**src/hw/rtl/vbpt_pkg.sv**
```systemverilog
// Shared types and constants for the video beam position tracker.
// No dependencies.
`default_nettype none

package vbpt_pkg;

    typedef enum logic [1:0] {
        VM_VSYNC  = 2'd0,
        VM_VBLANK = 2'd1,
        VM_DRAW   = 2'd2,
        VM_OVER   = 2'd3
    } vmode_t;

    typedef enum logic [1:0] {
        HM_SYNC = 2'd0,
        HM_DRAW = 2'd1,
        HM_IDLE = 2'd2
    } hmode_t;

    typedef enum logic [1:0] {
        ACT_CYCLES = 2'd0,
        ACT_HSYNC  = 2'd1,
        ACT_VBLANK = 2'd2
    } action_t;

    typedef enum logic [1:0] {
        CFG_LINE_WIDTH     = 2'd0,
        CFG_HSYNC_WIDTH    = 2'd1,
        CFG_VISIBLE_LINES  = 2'd2,
        CFG_OVERSCAN_LINES = 2'd3
    } cfg_idx_t;

    localparam int CfgDataW = 9;

    localparam logic [7:0] LINE_WIDTH_RST     = 8'd160;
    localparam logic [6:0] HSYNC_WIDTH_RST    = 7'd68;
    localparam logic [8:0] VISIBLE_LINES_RST  = 9'd192;
    localparam logic [7:0] OVERSCAN_LINES_RST = 8'd30;

    // -HSYNC_WIDTH_RST in 10-bit two's complement
    localparam logic signed [9:0] BEAM_X_RST = 10'sd0 - $signed({3'b000, HSYNC_WIDTH_RST});

    localparam int BLANK_BIT = 1;

    typedef struct packed {
        logic [7:0] line_width;
        logic [6:0] hsync_width;
        logic [8:0] visible_lines;
        logic [7:0] overscan_lines;
    } beam_cfg_t;

    typedef struct packed {
        logic signed [9:0] x;
        logic [9:0]        y;
        logic signed [9:0] wrap_x;
        vmode_t            vmode;
        hmode_t            hmode;
    } beam_state_t;

    typedef struct packed {
        logic              line_done;
        logic [9:0]        line_number;
        logic signed [9:0] clock_adjust;
        logic              frame_ready;
    } beam_event_t;

endpackage

`default_nettype wire

```
**src/hw/rtl/video_beam_position_tracker_core.sv**
```systemverilog
// Top level of the video beam position tracker: stream ports, config
// registers, input and result registers. Depends on vbpt_pkg and vbpt_step.
//
//  channel  | signals                          | contents
//  ---------+----------------------------------+-----------------------------------
//  input    | s_tvalid s_tready s_tdata s_tuser| one request: action, cycles, blank
//  result   | m_tvalid m_tready m_tdata        | one result per request
//  config   | cfg_wr_en cfg_addr cfg_wdata     | register write, no handshake
//
// One request per clock sustained while m_tready holds; an accepted request
// passes the input register, then the step logic into the result register,
// which drives m_tvalid; a stall on m_tready can hold it in either register.
// aresetn is synchronous: both stages empty, beam state and config at defaults.
// A stalled result holds in the result register while the input register
// still takes one more request; s_tready drops only when both are full.
`default_nettype none

module video_beam_position_tracker_core
    import vbpt_pkg::*;
(
    input  logic                aclk,
    input  logic                aresetn,
    input  logic                s_tvalid,
    output logic                s_tready,
    input  logic [15:0]         s_tdata,   // cpu_cycles[5:0], blank_value[13:6], zero[15:14]
    input  logic [1:0]          s_tuser,   // action[1:0]
    output logic                m_tvalid,
    input  logic                m_tready,
    // line_done[0], line_number[10:1], clock_adjust[20:11], frame_ready[21],
    // beam_x[31:22], beam_y[41:32], line_start_x[51:42], vertical_mode[53:52],
    // horizontal_mode[55:54]
    output logic [55:0]         m_tdata,
    input  logic                cfg_wr_en,
    input  logic [1:0]          cfg_addr,
    input  logic [CfgDataW-1:0] cfg_wdata
);

    beam_cfg_t   cfg_reg;
    beam_state_t state_reg, state_next;
    beam_event_t ev_next;

    logic        in_valid_reg;
    action_t     in_action_reg;
    logic [5:0]  in_cycles_reg;
    logic [7:0]  in_blank_reg;

    logic        out_valid_reg;
    beam_state_t out_state_reg;
    beam_event_t out_ev_reg;

    logic out_free;
    logic step_fire;

    assign out_free  = !out_valid_reg || m_tready;
    assign step_fire = in_valid_reg && out_free;
    assign s_tready  = !in_valid_reg || out_free;

    always_ff @(posedge aclk) begin
        if (!aresetn) begin
            cfg_reg.line_width     <= LINE_WIDTH_RST;
            cfg_reg.hsync_width    <= HSYNC_WIDTH_RST;
            cfg_reg.visible_lines  <= VISIBLE_LINES_RST;
            cfg_reg.overscan_lines <= OVERSCAN_LINES_RST;
        end else if (cfg_wr_en) begin
            case (cfg_idx_t'(cfg_addr))
                CFG_LINE_WIDTH:     cfg_reg.line_width     <= cfg_wdata[7:0];
                CFG_HSYNC_WIDTH:    cfg_reg.hsync_width    <= cfg_wdata[6:0];
                CFG_VISIBLE_LINES:  cfg_reg.visible_lines  <= cfg_wdata[8:0];
                CFG_OVERSCAN_LINES: cfg_reg.overscan_lines <= cfg_wdata[7:0];
                default: ;
            endcase
        end
    end

    vbpt_step u_step (
        .cfg         (cfg_reg),
        .st          (state_reg),
        .action      (in_action_reg),
        .cpu_cycles  (in_cycles_reg),
        .blank_value (in_blank_reg),
        .nxt         (state_next),
        .ev          (ev_next)
    );

    // input stage
    always_ff @(posedge aclk) begin
        if (!aresetn) begin
            in_valid_reg <= 1'b0;
        end else if (s_tready) begin
            in_valid_reg <= s_tvalid;
        end
    end

    always_ff @(posedge aclk) begin
        if (s_tvalid && s_tready) begin
            in_action_reg <= action_t'(s_tuser);
            in_cycles_reg <= s_tdata[5:0];
            in_blank_reg  <= s_tdata[13:6];
        end
    end

    // beam state advances once per request
    always_ff @(posedge aclk) begin
        if (!aresetn) begin
            state_reg.x      <= BEAM_X_RST;
            state_reg.y      <= '0;
            state_reg.wrap_x <= '0;
            state_reg.vmode  <= VM_VSYNC;
            state_reg.hmode  <= HM_IDLE;
        end else if (step_fire) begin
            state_reg <= state_next;
        end
    end

    // result stage
    always_ff @(posedge aclk) begin
        if (!aresetn) begin
            out_valid_reg <= 1'b0;
        end else if (out_free) begin
            out_valid_reg <= in_valid_reg;
        end
    end

    always_ff @(posedge aclk) begin
        if (step_fire) begin
            out_state_reg <= state_next;
            out_ev_reg    <= ev_next;
        end
    end

    assign m_tvalid = out_valid_reg;
    assign m_tdata  = {out_state_reg.hmode, out_state_reg.vmode, out_state_reg.wrap_x,
                       out_state_reg.y, out_state_reg.x, out_ev_reg.frame_ready,
                       out_ev_reg.clock_adjust, out_ev_reg.line_number,
                       out_ev_reg.line_done};

endmodule

`default_nettype wire

```
**src/hw/rtl/vbpt_step.sv**
```systemverilog
// Next-state and event logic for one beam tracker request.
// Depends on vbpt_pkg.
`default_nettype none

module vbpt_step
    import vbpt_pkg::*;
(
    input  beam_cfg_t   cfg,
    input  beam_state_t st,
    input  action_t     action,
    input  logic [5:0]  cpu_cycles,
    input  logic [7:0]  blank_value,
    output beam_state_t nxt,
    output beam_event_t ev
);

    logic [7:0]        pix_step;
    logic signed [9:0] adv_x;
    logic              adv_ge_w;
    logic [8:0]        span;
    logic signed [9:0] adv_wrapped;
    logic [9:0]        y_inc;
    logic [9:0]        frame_lines;
    logic signed [9:0] neg_hs;
    logic              x_past_sync;
    logic signed [10:0] diff;
    logic [9:0]        mag;
    logic [19:0]       prod;
    logic [8:0]        quot;
    logic signed [9:0] adjust;

    // three pixels per cpu cycle
    assign pix_step    = {2'b00, cpu_cycles} + {1'b0, cpu_cycles, 1'b0};
    assign adv_x       = st.x + $signed({2'b00, pix_step});
    assign adv_ge_w    = $signed({adv_x[9], adv_x}) >= $signed({3'b000, cfg.line_width});
    assign span        = {1'b0, cfg.line_width} + {2'b00, cfg.hsync_width};
    assign adv_wrapped = adv_x - $signed({1'b0, span});
    assign y_inc       = st.y + 10'd1;
    assign frame_lines = {1'b0, cfg.visible_lines} + {2'b00, cfg.overscan_lines};
    assign neg_hs      = 10'sd0 - $signed({3'b000, cfg.hsync_width});
    assign x_past_sync = $signed({st.x[9], st.x}) > $signed({neg_hs[9], neg_hs});

    // (x - width) / 3 toward zero: magnitude times 683/2048, exact below 2048
    assign diff   = $signed({st.x[9], st.x}) - $signed({3'b000, cfg.line_width});
    assign mag    = diff[10] ? 10'(-diff) : diff[9:0];
    assign prod   = mag * 10'd683;
    assign quot   = prod[19:11];
    assign adjust = diff[10] ? -$signed({1'b0, quot}) : $signed({1'b0, quot});

    always_comb begin
        nxt = st;
        ev  = '0;
        case (action)
            ACT_CYCLES: begin
                if (st.vmode != VM_OVER && st.hmode != HM_IDLE) begin
                    nxt.x = adv_x;
                    if (st.hmode == HM_SYNC) begin
                        if (!adv_x[9]) begin
                            nxt.hmode = HM_DRAW;
                        end
                    end else if (st.vmode != VM_DRAW) begin
                        if (adv_ge_w) begin
                            nxt.x      = adv_wrapped;
                            nxt.wrap_x = adv_wrapped;
                            nxt.hmode  = HM_SYNC;
                        end
                    end else begin
                        if (adv_ge_w) begin
                            nxt.wrap_x        = adv_x;
                            nxt.x             = adv_wrapped;
                            ev.line_done      = 1'b1;
                            ev.line_number    = st.y;
                            nxt.y             = y_inc;
                            nxt.hmode         = HM_SYNC;
                        end
                        if (nxt.y >= frame_lines) begin
                            nxt.vmode = VM_OVER;
                            nxt.y     = '0;
                        end
                    end
                end
            end
            ACT_HSYNC: begin
                if (st.vmode == VM_DRAW && x_past_sync) begin
                    ev.line_done    = 1'b1;
                    ev.line_number  = st.y;
                    ev.clock_adjust = adjust;
                    nxt.y           = y_inc;
                end
                nxt.hmode  = HM_SYNC;
                nxt.x      = neg_hs;
                nxt.wrap_x = '0;
            end
            ACT_VBLANK: begin
                if (blank_value[BLANK_BIT]) begin
                    nxt.vmode      = VM_VBLANK;
                    ev.frame_ready = 1'b1;
                end else begin
                    nxt.vmode = VM_DRAW;
                    nxt.hmode = HM_SYNC;
                    nxt.x     = neg_hs;
                    nxt.y     = '0;
                end
            end
            default: begin
                // unused code: state holds, no event
            end
        endcase
    end

endmodule

`default_nettype wire

```
**config.mk**
```make
export PLATFORM = sky130hd
export DESIGN_NAME = video_beam_position_tracker_core
export DESIGN_NICKNAME = d
export VERILOG_FILES = /design/src/hw/rtl/vbpt_pkg.sv /design/src/hw/rtl/video_beam_position_tracker_core.sv /design/src/hw/rtl/vbpt_step.sv
export SDC_FILE = /design/constraint.sdc
export NUM_CORES = 1
export LEC_CHECK = 0
export BUFFER_PORTS_ARGS = -buffer_cell sky130_fd_sc_hd__buf_2
export CORE_MARGIN = 3
export CORE_UTILIZATION = 58
export DETAILED_ROUTE_END_ITERATION = 16
export GPL_ROUTABILITY_DRIVEN = 1
export MAX_ROUTING_LAYER = met4
export PLACE_DENSITY_LB_ADDON = 0.25
export SLEW_MARGIN = 10
export SYNTH_ARGS = -nofsm -noshare
export SYNTH_HDL_FRONTEND = slang
export SYNTH_SLANG_ARGS = --single-unit
```
**constraint.sdc**
```tcl
create_clock -name aclk -period 10.44 [get_ports aclk]
set_input_delay 0.522 -clock aclk [delete_from_list [all_inputs] [get_ports aclk]]
set_output_delay 0.522 -clock aclk [all_outputs]
set_load 0.02 [all_outputs]
```
==> results of run 1 <==
==> kinds of logic after synthesis <==
kind of cell	after synthesis	synth area share, %
AOI/OAI and AO/OA	322	19.39
xor gates and xnor gates	69	5.549
adders and majority gates	168	21.23
buffers and inverters	148	5.158
DFF	133	30.42
muxes	23	2.194
and+or+nand+nor	374	16.05
==> cell usage in the layout (no fill, tap or decap), drive strengths merged, types with 15 or more instances in the layout <==
master,synthesis,routed
a211oi,15,15
a21o,32,32
a21oi,105,105
and2,15,15
buf,8,87
clkbuf,37,18
dfxtp,68,68
edfxtp,65,65
fa,28,28
ha,140,140
inv,102,106
mux2i,19,19
nand2,136,136
nand3,23,23
nor2,106,106
nor2b,18,18
o21ai,62,62
xnor2,54,54
xor2,15,15
==> metal layers <==
layer | up-vias | GRT usage, %
li1 | 4524 | -
met5 | - | -
met4 | 0 | 9.505
met1 | 4318 | 35.66
met3 | 54 | 5.760
met2 | 325 | 43.55
==> through the flow <==
step                util, %  instances  hold slack, ps  setup slack [ps]  cell area, um^2
floorplan                 -       1237           440.0              2911            10890
global placement      62.91       1508           446.4              2056            11460
detailed placement    62.91       1508           453.4              1960            11460
CTS                   65.96       1539           257.2              1903            12010
global route          65.96       1539           254.5              1229            12010
finish                65.96       1539           267.8              1925            12010
==> worst max path at each step <==
stage / start / endpoint / slack, ps / depth (start not counted)
final: cfg_reg[25]$_SDFFE_PN0P_ / m_tdata[19]$_SDFFCE_PN0P_ / 1930 / 29
after global routing: cfg_reg[25]$_SDFFE_PN0P_ / m_tdata[19]$_SDFFCE_PN0P_ / 1230 / 29
after CTS: cfg_reg[25]$_SDFFE_PN0P_ / m_tdata[19]$_SDFFCE_PN0P_ / 1900 / 29
after detailed placement: cfg_reg[25]$_SDFFE_PN0P_ / m_tdata[19]$_SDFFCE_PN0P_ / 1960 / 29
after global placement: cfg_reg[25]$_SDFFE_PN0P_ / m_tdata[19]$_SDFFCE_PN0P_ / 2060 / 29
after floorplan: cfg_reg[25]$_SDFFE_PN0P_ / m_tdata[19]$_SDFFCE_PN0P_ / 2910 / 29
==> final cells by class <==
class                           instances  area (um^2)
Inverter                              103        387.9
Sequential cell                       133         3313
Tap cell                              229        286.5
Clock buffer                           18        429.2
Clock inverter                         13        125.1
Fill cell                            1514         6198
Multi-Input combinational cell        956         7020
Timing Repair Buffer                   87        447.9
==> worst reg2reg max path, delay by kind of cell (launching register included) <==
family                   cells  cell delay, ps
buffers and inverters        3             230
AND/OR/NAND/NOR              4             470
multiplexers                 1             290
AO/OA/AOI/OAI               12            3120
adder cells (fa/ha/maj)      7            2850
XOR/XNOR                     2             850
flip-flops                   1             450
==> results.json, run 1 <==
{
  "holdBufCountCts": 0,
  "max-cap-violations": 0,
  "synth_enable_flop_cells": 65,
  "via_count": 9221,
  "post_synth_instance_area_um2": 10890,
  "highest-signal-layer": "met4",
  "antennaDiodeCount": 0,
  "grt_antenna_before_repair": 0,
  "maxClockFrequency_mhz": 117.4,
  "htree_num_levels": 4,
  "hold_class": "input port to flip-flop",
  "cts.root.buffer_cell": "clkbuf_16",
  "cts_buffers": 17,
  "cp_data_required_time_ps": 10610,
  "yosys.area.top_type": "edfxtp_1",
  "cp_max_stage_delay_ps": 610,
  "synth_top_area_share_pct": 17.92,
  "finalNetCount": 1500,
  "final_min_period_over_clock_period_pct": 81.56,
  "final_antenna_net_count": 0,
  "path_class": "flip-flop to flip-flop",
  "syn2layout_area_growth_pct": 10.28,
  "min_period_ps": 8515,
  "drtPass1Iterations": 5,
  "clock_sink_count": 133,
  "holdPathStages": 1,
  "clock_latency_ps": 420,
  "route.final.wire_length_um": 26840,
  "via_count_of_the_first_global_routing_pass": 8797,
  "rsz0062_at_grt": "false",
  "layout_cells_sized_above_1_pct": 11.22,
  "quantity_of_i_o_buffers_inserted_on_ports": 82,
  "route.met3.wl_um": 1687,
  "die-area_um2": 20460,
  "clock_path_buffers": 2,
  "synth_sequential_area_ratio_pct": 30.42,
  "die_w_um": 143.0,
  "path_common_cell": "ha_1",
  "drt_drc_violations_left": 0,
  "core_area_um2": 18210,
  "global_route_usage_over_all_layers_pct": 27.68,
  "setup_viol": 0,
  "number_of_register_bits_inferred_by_synthesis": 133,
  "slew_viol_final": 0,
  "slew-limit-headroom_pct": 33.90,
  "worst_setup_path_start_kind": "flip-flop",
  "critical_path_arrival_ps": 8680,
  "post_cts.repair.setup_buffers": 0,
  "routedWlPerCell_um": 17.44,
  "netlist-cell-type-count": 76,
  "worst_hold_path.endpoint": "in_cycles_reg[5]$_DFFE_PP_",
  "synth-main-ff-cell": "dfxtp_1",
  "number_of_cells_on_the_worst_reg_to_reg_path": 29,
  "routedLengthMet1_um": 12110,
  "ys_async_rst_share_pct": 0,
  "run_status": "finished clean",
  "first_iter_violations": 684,
  "post_synth.cell_area_avg_um2": 8.804,
  "floorplan.initialDensity_pct": 59.81,
  "post-dp-hpwl_um": 20210,
  "r2r-end": "m_tdata[19]$_SDFFCE_PN0P_",
  "grt_first_pass_wirelength_um": 43920,
  "r2r-start": "cfg_reg[25]$_SDFFE_PN0P_",
  "boundaryPins": 92,
  "cts_resized": 0,
  "crit_slowest_cell": "xnor2_1",
  "route.detailed.vias_per_inst": 5.992,
  "fp-row-count": 49,
  "tightestPinTransition_ps": 989.5,
  "final_setup_skew_ps": 12.78,
  "worstSetupEndpointType": "flip-flop",
  "floorplan.die.height_um": 143.0,
  "global_route.overflow_total": 0,
  "synth_fp_nets": 1439,
  "top_cells_by_area_in_the_synthesized_netlist": "edfxtp_1 18%, ha_1 16%, dfxtp_1 13%",
  "finalHoldViolCount": 0,
  "grt_start_max_net_pins": 75,
  "cp_max_fo": 5,
  "cts.clk_slew.worst_paths_ps": 70,
  "synth_most_common_cell": "ha_1",
  "ys_warn_count": 0,
  "synth.cells.most_frequent": "140 x ha_1, 136 x nand2_1, 104 x a21oi_1",
  "tritoncts": "yes",
  "regToRegSetupSlack_ps": 1930,
  "hold_start": "s_tdata[5]",
  "detailroute.wirelength.met2_um": 12290,
  "totalNegativeSetupSlack_ps": 0,
  "syn_inst": 1237,
  "path_delay_family": "compound AO/OA/AOI/OAI gates",
  "number_of_flip_flops_in_the_largest_register": 56,
  "gp_congestion": 0.9540,
  "worst-path-buf-inv": 3
}
Power of run 1 is not shown: default switching activity piles up to over one toggle a cycle in this logic, so the estimate is an artifact.
==> inputs of run 2 (changes only) <==
ABC_AREA = 1   (was not set)
CORE_UTILIZATION = 56   (was 58)
clock period = 7.5 ns   (was 10.44 ns; I/O delays follow)
==> results.json, run 2 <==
{
  "run_status": "finished clean",
  "mostFrequentLayoutCells": "270 x nand2_1, 214 x inv_1, 140 x ha_1",
  "antennaDiodeCount": 0,
  "synth_fp_nets": 1643,
  "final_setup_skew_ps": 12.44,
  "totalNegativeSetupSlack_ps": 0,
  "ys_warn_count": 0,
  "finalNetCount": 1725,
  "synth-main-ff-cell": "dfxtp_1",
  "hold_start": "s_tdata[2]",
  "synth.cells.most_frequent": "270 x nand2_1, 214 x inv_1, 140 x ha_1",
  "fin_hold_ws_ps": 115.0,
  "cts.clk_slew.worst_paths_ps": 60,
  "path_class": "flip-flop to flip-flop",
  "boundaryPins": 92,
  "layout.cells.most_common": "nand2_1",
  "synth_enable_flop_cells": 65,
  "place_worst_setup_slack_ps": 524.4,
  "netlist-cell-type-count": 55,
  "via_count_of_the_first_global_routing_pass": 8892,
  "first_iter_violations": 823,
  "synth_most_common_cell": "nand2_1",
  "postLayoutSetupSlackWorst_ps": 554.7,
  "floorplan.die.height_um": 146.9,
  "tightestPinTransition_ps": 1098,
  "worst_hold_path.endpoint": "in_cycles_reg[2]$_DFFE_PP_",
  "number_of_register_bits_inferred_by_synthesis": 133,
  "filler_cell_count": 1653,
  "cts_resized": 0,
  "drt_drc_violations_left": 0,
  "regToRegSetupSlack_ps": 550,
  "r2r-start": "state_reg[24]$_SDFFE_PN0P_",
  "setup_viol": 0,
  "syn_inst": 1441,
  "worstSetupEndpointType": "flip-flop",
  "yosys.area.top_type": "edfxtp_1",
  "syn2layout_area_growth_pct": 11.30,
  "drtPass1Iterations": 5,
  "via_count": 9890,
  "route.final.wire_length_um": 28290,
  "clock_path_buffers": 2,
  "post_cts.repair.setup_buffers": 0,
  "route.detailed.vias_per_inst": 5.507,
  "gp_congestion": 0.9447,
  "ys_async_rst_share_pct": 0,
  "slew_viol_final": 0,
  "die_w_um": 146.9,
  "top_cells_by_area_in_the_synthesized_netlist": "edfxtp_1 18%, ha_1 16%, dfxtp_1 12%",
  "holdPathStages": 1,
  "synth_top_area_share_pct": 17.56,
  "tritoncts": "yes",
  "rsz0062_at_grt": "false",
  "routedWlPerCell_um": 15.75,
  "worst-path-buf-inv": 6,
  "path_common_cell": "nand2_1",
  "cp_max_fo": 5,
  "cts_buffers": 17,
  "number_of_flip_flops_in_the_largest_register": 56,
  "number_of_cells_on_the_worst_reg_to_reg_path": 35,
  "layout_cells_sized_above_1_pct": 10.74,
  "r2r-end": "m_tdata[19]$_SDFFCE_PN0P_",
  "floorplan.initialDensity_pct": 58.25,
  "critical_path_arrival_ps": 7110,
  "die-area_um2": 21570,
  "quantity_of_i_o_buffers_inserted_on_ports": 82,
  "slew-limit-headroom_pct": 26.38,
  "fp-row-count": 50,
  "cp_max_stage_delay_ps": 550,
  "finalHoldViolCount": 0,
  "global_route_usage_over_all_layers_pct": 27.06,
  "grt_antenna_before_repair": 0,
  "maxClockFrequency_mhz": 144.0,
  "final_antenna_net_count": 0,
  "grt_first_pass_wirelength_um": 45700,
  "grt_start_max_net_pins": 54,
  "final_min_period_over_clock_period_pct": 92.60,
  "hold_class": "input port to flip-flop",
  "cp_data_required_time_ps": 7660,
  "min_period_ps": 6945,
  "core_area_um2": 19080,
  "synth_sequential_area_ratio_pct": 29.81,
  "global_route.overflow_total": 0,
  "htree_num_levels": 4,
  "worst_setup_path_start_kind": "flip-flop",
  "cts.root.buffer_cell": "clkbuf_16",
  "max-cap-violations": 0,
  "clock_sink_count": 133,
  "path_delay_family": "adder cells",
  "clock_latency_ps": 430,
  "crit_slowest_cell": "fa_1",
  "post_synth_instance_area_um2": 11110,
  "post-dp-hpwl_um": 21620,
  "holdBufCountCts": 0,
  "post_synth.cell_area_avg_um2": 7.713
}
==> run 2: cell count changes after synthesis, sizes merged, moves of 13 or more <==
cell | before | now
xnor2 | 54 | 19
o21ai | 62 | 151
a211oi | 15 | 0
nor2b | 18 | 0
nand2 | 136 | 274
a21oi | 105 | 129
xor2 | 15 | 37
nand3 | 23 | 56
and2 | 15 | 2
clkbuf | 37 | 21
mux2i | 19 | 0
a21o | 32 | 5
inv | 102 | 219
==> run 2: through the flow <==
stage                     instances  utilization (%)  area (um^2)
after floorplan                1441                -        11110
after global placement         1764            61.74        11780
after detailed placement       1764            61.74        11780
after CTS                      1796            64.81        12370
after global routing           1796            64.83        12370
final                          1796            64.83        12370
==> run 2: cell families (layout without fill, tap and decap cells) <==
kind of cell,Yosys count,in the layout,share of synthesized area [%]
and+or+nand+nor,482,482,18.42
adders and majority gates,168,168,20.80
DFF,133,133,29.81
xor gates and xnor gates,56,56,4.582
buffers and inverters,259,354,9.197
AOI/OAI and AO/OA,343,343,17.19
==> run 2: how the worst max path moves through the flow <==
| stage | from | end | cells past startpoint |
|---|---|---|---|
| 6_report | state_reg[24]$_SDFFE_PN0P_ | m_tdata[19]$_SDFFCE_PN0P_ | 35 |
| 5_1_grt | cfg_reg[28]$_SDFFE_PN0P_ | m_tdata[19]$_SDFFCE_PN0P_ | 35 |
| 4_1_cts | cfg_reg[25]$_SDFFE_PN0P_ | m_tdata[19]$_SDFFCE_PN0P_ | 35 |
| 3_5_place_dp | state_reg[24]$_SDFFE_PN0P_ | m_tdata[19]$_SDFFCE_PN0P_ | 35 |
| 3_3_place_gp | cfg_reg[25]$_SDFFE_PN0P_ | m_tdata[17]$_SDFFCE_PN0P_ | 33 |
| 2_1_floorplan | state_reg[24]$_SDFFE_PN0P_ | m_tdata[17]$_SDFFCE_PN0P_ | 34 |
==> run 2: final cells by class <==
type                    instances  area, um^2  area share, %
inverters                     227       854.6          6.908
well taps                     260       325.3          2.630
flip-flops and latches        133        3317          26.81
repair buffers                 95       508.0          4.106
clock buffers                  21       504.2          4.076
clock inverters                11       82.58         0.6675
multi-input cells            1049        6779          54.80
==> run 2: routing by layer <==
metal  wire length [um]  GRT usage (%)  vias to the layer above
li1                   -              -                     5010
met1              13740          39.98                     4474
met2              12030          39.23                      374
met3               2143          4.812                       32
met4                368          5.315                        0
met5                  0              -                        -
Power of run 2 is left out for the same reason.
